[src/hw/rtl/gmbi_pkg.sv]
// gmbi_pkg: shared types and constants of the gain map bilinear interpolator.
// No dependencies; used by gmbi_coord, gain_map_bilinear_interpolator_top and the bench files.
package gmbi_pkg;

  localparam int unsigned FRAC_W   = 24;  // Q8.24 coordinate fraction
  localparam int unsigned PIX_W    = 14;
  localparam int unsigned CFG_W    = 32;
  localparam int unsigned PROD_W   = PIX_W + CFG_W;
  localparam int unsigned SUM_W    = PROD_W + 2;
  localparam int unsigned GAIN_W   = 16;  // Q4.12
  localparam int unsigned GDIFF_W  = GAIN_W + 1;
  localparam int unsigned V_W      = GAIN_W + FRAC_W;      // first blend, exact
  localparam int unsigned VDIFF_W  = V_W + 1;
  localparam int unsigned HALF_W   = FRAC_W / 2;
  localparam int unsigned PP_W     = VDIFF_W + HALF_W + 1;
  localparam int unsigned ACC_W    = V_W + FRAC_W + 2;     // final sum with sign headroom
  localparam int unsigned CFG_IDX_W = 3;

  typedef enum logic [0:0] {
    OP_WRITE  = 1'b0,
    OP_INTERP = 1'b1
  } op_e;

  typedef enum logic [CFG_IDX_W-1:0] {
    REG_GRID_ROWS     = 3'd0,
    REG_GRID_COLS     = 3'd1,
    REG_PLANES_IN_USE = 3'd2,
    REG_ROW_START     = 3'd3,
    REG_ROW_STEP      = 3'd4,
    REG_COL_START     = 3'd5,
    REG_COL_STEP      = 3'd6
  } cfg_reg_e;

  typedef struct packed {
    op_e                operation;
    logic [PIX_W-1:0]   pixel_row;
    logic [PIX_W-1:0]   pixel_col;
    logic [4:0]         grid_row;
    logic [4:0]         grid_col;
    logic [1:0]         plane;
    logic [GAIN_W-1:0]  gain_value;
  } in_word_t;

  typedef struct packed {
    logic [GAIN_W-1:0]  gain;
    logic               invalid;
  } out_word_t;

  // head of the pipe, up to the table access
  typedef struct packed {
    logic               valid;
    logic               interp;
    logic               invalid;
    logic [1:0]         plane;
    logic [4:0]         grid_row;
    logic [4:0]         grid_col;
    logic [GAIN_W-1:0]  gain_value;
  } head_ctl_t;

  // tail of the pipe, after the table access
  typedef struct packed {
    logic valid;
    logic invalid;
  } tail_ctl_t;

endpackage

[src/hw/rtl/gmbi_coord.sv]
// gmbi_coord: maps a pixel offset to a clamped grid coordinate (index plus Q0.24 fraction), two stages.
// Depends on gmbi_pkg.
module gmbi_coord #(
  parameter int unsigned MAX_POINTS = 32
) (
  input  logic                                 clk_i,
  input  logic [gmbi_pkg::PIX_W-1:0]           offset_i,
  input  logic [gmbi_pkg::CFG_W-1:0]           start_i,
  input  logic [gmbi_pkg::CFG_W-1:0]           step_i,
  input  logic [5:0]                           points_i,
  output logic [$clog2(MAX_POINTS)-1:0]        idx_o,
  output logic [$clog2(MAX_POINTS)-1:0]        idx_hi_o,
  output logic [gmbi_pkg::FRAC_W-1:0]          frac_o
);

  localparam int unsigned IW  = $clog2(MAX_POINTS);
  localparam int unsigned PTW = IW + 1;
  localparam int unsigned CW  = IW + gmbi_pkg::FRAC_W;

  logic [gmbi_pkg::PROD_W-1:0] prod_q;
  logic [CW-1:0]               coord_d, coord_q;
  logic [PTW-1:0]              pts;
  logic [CW-1:0]               top;
  logic signed [gmbi_pkg::SUM_W-1:0] sum;
  logic [PTW-1:0]              nxt;

  // effective point count: zero acts as one, oversize saturates
  always_comb begin
    if (points_i == 6'd0) begin
      pts = PTW'(1);
    end else if (int'(points_i) > int'(MAX_POINTS)) begin
      pts = PTW'(MAX_POINTS);
    end else begin
      pts = PTW'(points_i);
    end
  end

  assign top = {IW'(pts - PTW'(1)), {gmbi_pkg::FRAC_W{1'b0}}};

  always_ff @(posedge clk_i) begin
    prod_q <= gmbi_pkg::PROD_W'(offset_i) * gmbi_pkg::PROD_W'(step_i);
  end

  assign sum = $signed({{(gmbi_pkg::SUM_W - gmbi_pkg::CFG_W){start_i[gmbi_pkg::CFG_W-1]}},
                        start_i})
             + $signed({2'b00, prod_q});

  always_comb begin
    if (sum <= 0) begin
      coord_d = '0;
    end else if (sum >= $signed(gmbi_pkg::SUM_W'(top))) begin
      coord_d = top;
    end else begin
      coord_d = CW'(sum);
    end
  end

  always_ff @(posedge clk_i) begin
    coord_q <= coord_d;
  end

  assign idx_o  = coord_q[CW-1:gmbi_pkg::FRAC_W];
  assign frac_o = coord_q[gmbi_pkg::FRAC_W-1:0];
  assign nxt    = PTW'(idx_o) + PTW'(1);
  assign idx_hi_o = (nxt < pts) ? IW'(nxt) : IW'(pts - PTW'(1));

endmodule

[config.mk]
export PLATFORM = sky130hd
export DESIGN_NAME = gmbi_coord
export DESIGN_NICKNAME = d
export VERILOG_FILES = /design/src/hw/rtl/gmbi_pkg.sv /design/src/hw/rtl/gmbi_coord.sv
export SDC_FILE = /design/constraint.sdc
export NUM_CORES = 1
export LEC_CHECK = 0
export BUFFER_PORTS_ARGS = -buffer_cell sky130_fd_sc_hd__buf_2
export CAP_MARGIN = 25
export CORE_MARGIN = 2
export CORE_UTILIZATION = 65
export CTS_CLUSTER_SIZE = 16
export DETAILED_ROUTE_END_ITERATION = 8
export HOLD_SLACK_MARGIN = 0.12
export PLACE_DENSITY = 0.84
export SYNTH_ARGS = -nofsm -noshare
export SYNTH_HDL_FRONTEND = slang
export SYNTH_SLANG_ARGS = --single-unit
export TNS_END_PERCENT = 20
[constraint.sdc]
create_clock -name clk_i -period 13 [get_ports clk_i]
set_input_delay 0.65 -clock clk_i [delete_from_list [all_inputs] [get_ports clk_i]]
set_output_delay 0.65 -clock clk_i [all_outputs]
set_load 0.005 [all_outputs]
==> summary.md, run 1 <==
| Metric | Value |
|---|---|
| Final HPWL DP | 39000 um |
| Vias in the first global route | 16800 |
| R2R Path Start | prod_q[0]$_DFF_P_ |
| TritonCTS Buffers | 9 |
| Synth cell count leaders | inv_1 (400), fa_1 (358), nand2_1 (317) |
| Worst slew pin tran | 0.852 ns |
| Status | finished, final reports clean |
| Distinct cells, synth | 78 |
| Max-Cap Viols | 0 |
| Gr usage total | 32.2% |
| Required @ worst endpoint | 13.22 ns |
| DP Cell Count | 2695 |
| CP max FO | 32 |
| Buffers & Inverters on Critical Path | 5 |
| Crit-path leading delay family | adder cells |
| Worst reg2reg path endpoint | coord_q[28]$_SDFF_PP0_ |
| Row count | 63 |
| # DRC | 0 |
| Chip width | 177 um |
| Share of cells above drive strength 1 | 6.85% |
| Drt pass-1 iters | 6 |
| Clk_skew | 0.00915 ns |
| Beginning of the critical path | offset_i[2] |
| H-tree depth | 3 |
| Post-synthesis async set-or-reset flop share | 0% |
| Chip Height | 177 um |
| Post-layout utilization of the core | 69.2% |
| Largest net degree at the start of global routing | 33 |
| Post-CTS Hold Fix Bufs | 0 |
| Worst Setup Start Kind | input pin |
| Finished Layout Cells | 2711 |
| Mapped Cells | 2290 |
| Max-slew violation count | 0 |
| Area growth syn-to-layout | 5.09% |
| GRT overflow | 0 |
| CTS sink cnt | 75 |
| Hold crit path type | register to register |
| Crit Path Class | input pin to register |
| WL/cell | 18.0 um |
| Yosys warnings | 0 |
| Most frequent cell after synthesis | inv_1 |
| Slew Limit Headroom | 42.4% |
| Number of flops mapped to enable cells by yosys | 0 |
| Worst-path clk slew | 0.06 ns |
| Crit-path cells | buf_2 -> and2_1 -> fa_1 -> inv_1 -> fa_1 -> inv_1 -> fa_1 -> inv_1 -> fa_1 -> inv_1 -> fa_1 -> fa_1 -> ha_1 -> a2111oi_0 -> o211ai_1 -> nand3_1 -> o41ai_1 -> a2111oi_2 -> nor3_1 -> or4_1 -> a31o_2 -> o32a_1 -> xnor2_1 |
| Postcts setup bufs | 0 |
| Die ar. | 31400 um2 |
| Sequential cell area fraction in the yosys report | 7.71% |
| Worst-Skew Late Latency | 0.34 ns |
| GPL Wtd Cong | 0.960 |
| Post-DR vias/cell | 5.93 |
| Achievable Freq | 131 MHz |
| Top cells by area, synth | fa_1 (37%), ha_1 (11%), dfxtp_1 (7.7%) |
| Instance count on the critical path | 23 |
| Initial antenna violation count | 0 |
| Syn_area_per_cell | 8.50 um2 |
| RSZ-0062 raised after global routing | no |
| Final wirelength | 48800 um |
| Clock buffer depth | 2 |
| Root buffer selected by CTS | clkbuf_16 |
| CTS tree | built |
| Setup crit end | prod_q[45]$_DFF_P_ |
| Fin nets | 2928 |
| Critical Path Sink Type | register |
| Yosys reg bits | 75 |
| Layout fillers | 2333 |
| Slowest CP cell | a2111oi_0 |
| Antenna cell count | 0 |
| Final ANT Viol Nets | 0 |
| Global-route wire length before repair | 80700 um |
| FF-to-FF path depth | 18 |
| Final Setup Violations | 0 |
| Worst Path Arrival | 7.83 ns |
| Reg2reg setup slack | 8.31 ns |
| WHS | 0.619 ns |
| Leading area contributor after synthesis | fa_1 |
| Initial drt markers | 1419 |
| Resized Gates After CTS | 0 |
| Area share of the largest cell type after synthesis | 36.8% |
| Slowest stage delay, CP | 0.61 ns |
| Initial cell density of the core | 65.9% |
| Core Area | 29600 um2 |
| Min Tclk post-route | 7.62 ns |
| IO Count | 119 |
| Via count | 16100 |
| Final hold violations | 0 |
| Fin crit share | 58.6% |
| Setup_tns | 0 ns |
| CP most frequent cell | fa_1 |
| Synth Cell Area | 19500 um2 |
| PortBufs | 118 |
| Hold Startpoint | prod_q[0]$_DFF_P_ |
| Ys flop type | dfxtp_1 |
| Syn_nets | 2902 |
==> flip-flops by register name, indices dropped and copies added (netlist names) <==
register and count:
coord_q 29, prod_q 46
==> layout make-up <==
type / count / area, um2 / share of cell area (%)
inverters: 400 / 1500 / 7.34
well taps: 390 / 488 / 2.38
flip-flops and latches: 75 / 1500 / 7.34
clock buffers: 11 / 253 / 1.23
repair buffers: 118 / 591 / 2.89
multi-input cells: 1712 / 16100 / 78.4
clock inverters: 5 / 83.8 / 0.410
==> metrics by stage <==
stage,area [um2],setup WS [ns]
global placement,20100,5.38
detailed placement,20100,5.09
floorplan,19500,5.97
finish,20500,5.38
CTS,20500,5.40
global route,20500,4.97
==> logic make-up (layout without fill, tap and decap cells) <==
family	count (synthesis)	in the layout	share of synthesized area [%]
xor+xnor	76	76	3.42
compound gates	311	311	10.4
simple gates	785	785	20.2
mux	13	13	0.687
fa+ha+maj	527	527	47.7
buf+inv	503	534	9.88
flops	75	75	7.71
==> tightest hold or removal path: stages (launching register included) <==
cell,delay (ns)
dfxtp_1,0.34
ha_1,0.12
inv_1,0.04
nor2_1,0.08
==> per-layer routing <==
metal	global-route usage (%)	part of all wire, %	up-vias
met3	5.46	9.0	131
met5	0	0	-
met2	53.8	47	823
li1	-	-	7285
met1	43.1	41	7837
met4	9.68	2.7	0
==> placed cells by master, fill, tap and decap left out, types with 4 or more instances in the layout <==
master / n
mux2i_1: 10
or3_1: 9
a21o_1: 33
nor2b_1: 9
nand2_1: 317
a2111oi_0: 5
o22ai_1: 6
nand2b_1: 24
xnor2_1: 43
o2111ai_1: 6
buf_2: 118
o21a_1: 15
and4_1: 10
o21bai_1: 14
a221o_1: 4
dfxtp_1: 75
nand4_1: 25
a211oi_1: 8
and2_1: 209
inv_1: 400
a31oi_1: 6
nor3_1: 25
nand3_1: 29
a21oi_1: 91
nor4_1: 9
o21ai_1: 5
o211ai_1: 13
ha_1: 169
or2_2: 6
and3_1: 13
xor2_1: 33
nor2_1: 79
o31ai_1: 6
fa_1: 358
clkbuf_16: 9
o21ai_0: 60
or4_1: 4
==> how the worst min path moves through the flow <==
stage	to	slack [ns]	cells after the start
after detailed placement	coord_q[0]$_SDFF_PP0_	0.61	3
after CTS	coord_q[0]$_SDFF_PP0_	0.62	3
after global routing	coord_q[0]$_SDFF_PP0_	0.67	3
after floorplan	coord_q[0]$_SDFF_PP0_	0.55	3
final	coord_q[0]$_SDFF_PP0_	0.62	3
after global placement	coord_q[0]$_SDFF_PP0_	0.61	3
Power of run 1 is not shown: default switching activity piles up to over one toggle a cycle in this logic, so the estimate is an artifact.
==> run 2: changes to the inputs <==
- CORE_UTILIZATION: 65 -> 58
- PLACE_DENSITY: 0.84 -> 0.8
- clock period: 13 -> 6.4 ns (I/O delays scaled with it)
==> summary.md, run 2 (same netlist as run 1, synthesis figures left out) <==
| Metric | Value |
|---|---|
| Antenna cell count | 0 (unchanged) |
| Largest net degree at the start of global routing | 33 (unchanged) |
| Min Tclk post-route | 6.31 ns |
| Max-Cap Viols | 0 (unchanged) |
| FF-to-FF path depth | 14 (-4) |
| Place WS | -0.575 ns (-5.66 ns) |
| Wl on met1 | 21100 um (+5.0%) |
| Clk_skew | 0.0102 ns (+0.00108 ns) |
| Critical Path Sink Type | register |
| CP max FO | 15 (-53%) |
| GPL Wtd Cong | 0.925 (-3.7%) |
| Chip Height | 187 um (+5.7%) |
| # DRC | 0 (unchanged) |
| CTS tree | built |
| Post-CTS Hold Fix Bufs | 0 (unchanged) |
| Row count | 67 (+6.3%) |
| Global-route wire length before repair | 82000 um (+1.5%) |
| Share of cells above drive strength 1 | 13.8% (+6.9 points) |
| Met3 WL | 3790 um (-14%) |
| Final ANT Viol Nets | 0 (unchanged) |
| Setup_tns | 0 ns (unchanged) |
| GRT overflow | 0 (unchanged) |
| Commonest cells after routing, fill and taps aside | inv_1 (400), fa_1 (356), nand2_1 (317) |
| Final hold violations | 0 (unchanged) |
| Vias in the first global route | 17100 (+2.0%) |
| Post-layout utilization of the core | 66.1% (-3.1 points) |
| Worst Setup Start Kind | input pin |
| Most common cell after layout, fill and taps aside | inv_1 |
| Worst-path clk slew | 0.06 ns (about the same) |
| PortBufs | 118 (unchanged) |
| WL/cell | 16.8 um (-6.9%) |
| Hold path depth | 4 (+1) |
| Final wirelength | 49100 um (+0.67%) |
| Final HPWL DP | 42000 um (+7.7%) |
| Worst-Skew Late Latency | 0.34 ns (about the same) |
| Initial antenna violation count | 0 (unchanged) |
| Worst Path Arrival | 6.53 ns (-1.30 ns) |
| Top sig layer | met4 |
| Required @ worst endpoint | 6.62 ns (-6.60 ns) |
| Clock buffer depth | 2 (unchanged) |
| Initial cell density of the core | 58.5% (-7.4 points) |
| Achievable Freq | 158 MHz |
| Max reg flops | 46 (unchanged) |
| IO Count | 119 (unchanged) |
| Die ar. | 35100 um2 (+12%) |
| Root buffer selected by CTS | clkbuf_16 |
| RSZ-0062 raised after global routing | yes |
| Final Setup Violations | 0 (unchanged) |
| Finished Layout Cells | 2933 (+8.2%) |
| Fin crit share | 98.6% |
| Layout fillers | 2647 (+13%) |
| Post-DR vias/cell | 5.59 (-5.7%) |
| Biggest regs | prod_q x46, coord_q x29 |
| Largest Register | prod_q |
| Slew Limit Headroom | 49.2% (+6.7 points) |
| Crit Path Class | input pin to register |
| TritonCTS Buffers | 9 (unchanged) |
| H-tree depth | 3 (unchanged) |
| Metal2 WL | 23300 um (+1.3%) |
| Worst slew pin tran | 0.743 ns (-0.109 ns) |
| Drt pass-1 iters | 5 (-1) |
| DP Cell Count | 2916 (+8.2%) |
| Chip width | 187 um (+5.7%) |
| Via count | 16400 (+2.0%) |
| Status | finished, final reports clean |
| Setup WS post-layout | 0.0902 ns (-5.29 ns) |
| Fin nets | 3093 (+5.6%) |
| Core Area | 33300 um2 (+13%) |
| CTS sink cnt | 75 (unchanged) |
| Max-slew violation count | 0 (unchanged) |
| Gr usage total | 28.6% (-3.6 points) |
| Area growth syn-to-layout | 13.0% |
| Initial drt markers | 1255 (-12%) |
| Hold crit path type | input pin to register |
-- run 2: stage by stage --
step | hold WS [ns] | instance area [um2]
finish | 0.347 | 22000
global route | 0.366 | 22000
global placement | 0.582 | 21500
floorplan | 0.442 | 19600
detailed placement | 0.582 | 21500
CTS | 0.346 | 22000
-- run 2: layer usage --
layer  vias up  global-route usage [%]
li1       7617                       -
met1      8074                    38.8
met2       629                    48.1
met3        79                    4.62
met4         0                    7.05
met5         -                       0
-- run 2: path summary, 6_finish.rpt --
kind | startpoint | to | slack [ns]
max | offset_i[5] | prod_q[45]$_DFF_P_ | 0.09
min | start_i[0] | coord_q[0]$_SDFF_PP0_ | 0.35
max reg2reg | prod_q[0]$_DFF_P_ | coord_q[24]$_SDFF_PP0_ | 1.84
min reg2reg | prod_q[0]$_DFF_P_ | coord_q[0]$_SDFF_PP0_ | 0.59
-- run 2: final cells by class --
| type | count | area [um2] | share of cell area, % |
|---|---|---|---|
| clock buffers | 10 | 239 | 1.09 |
| clock inverters | 5 | 85.1 | 0.387 |
| inverters | 400 | 1500 | 6.82 |
| multi-input cells | 1712 | 16200 | 73.7 |
| flip-flops and latches | 75 | 1500 | 6.82 |
| well taps | 448 | 561 | 2.55 |
| repair buffers | 283 | 1910 | 8.68 |
-- run 2: what timing repair did --
item | in CTS | in global routing
buffers inserted | 1 | 1
endpoints found under the hold margin | 0 | 0
gates resized for setup | 20 | 16
endpoints found under the setup margin | 1 | 6
pin swaps | 20 | 7
-- run 2: critical path, stage by stage --
cell and delay, ns:
buf_4 0.21, buf_6 0.20, nand2_1 0.09, fa_1 0.51, fa_1 0.52, inv_1 0.06, fa_1 0.57, fa_1 0.46
fa_1 0.51, inv_1 0.06, fa_1 0.48, inv_1 0.04, ha_1 0.28, a21oi_1 0.15, nor2b_1 0.05, o21ai_0 0.18
nand2b_1 0.14, a2111oi_4 0.36, nor3_2 0.07, or4_1 0.52, a31o_4 0.25, o32a_1 0.32, xnor2_2 0.14
Power of run 2 is left out for the same reason.
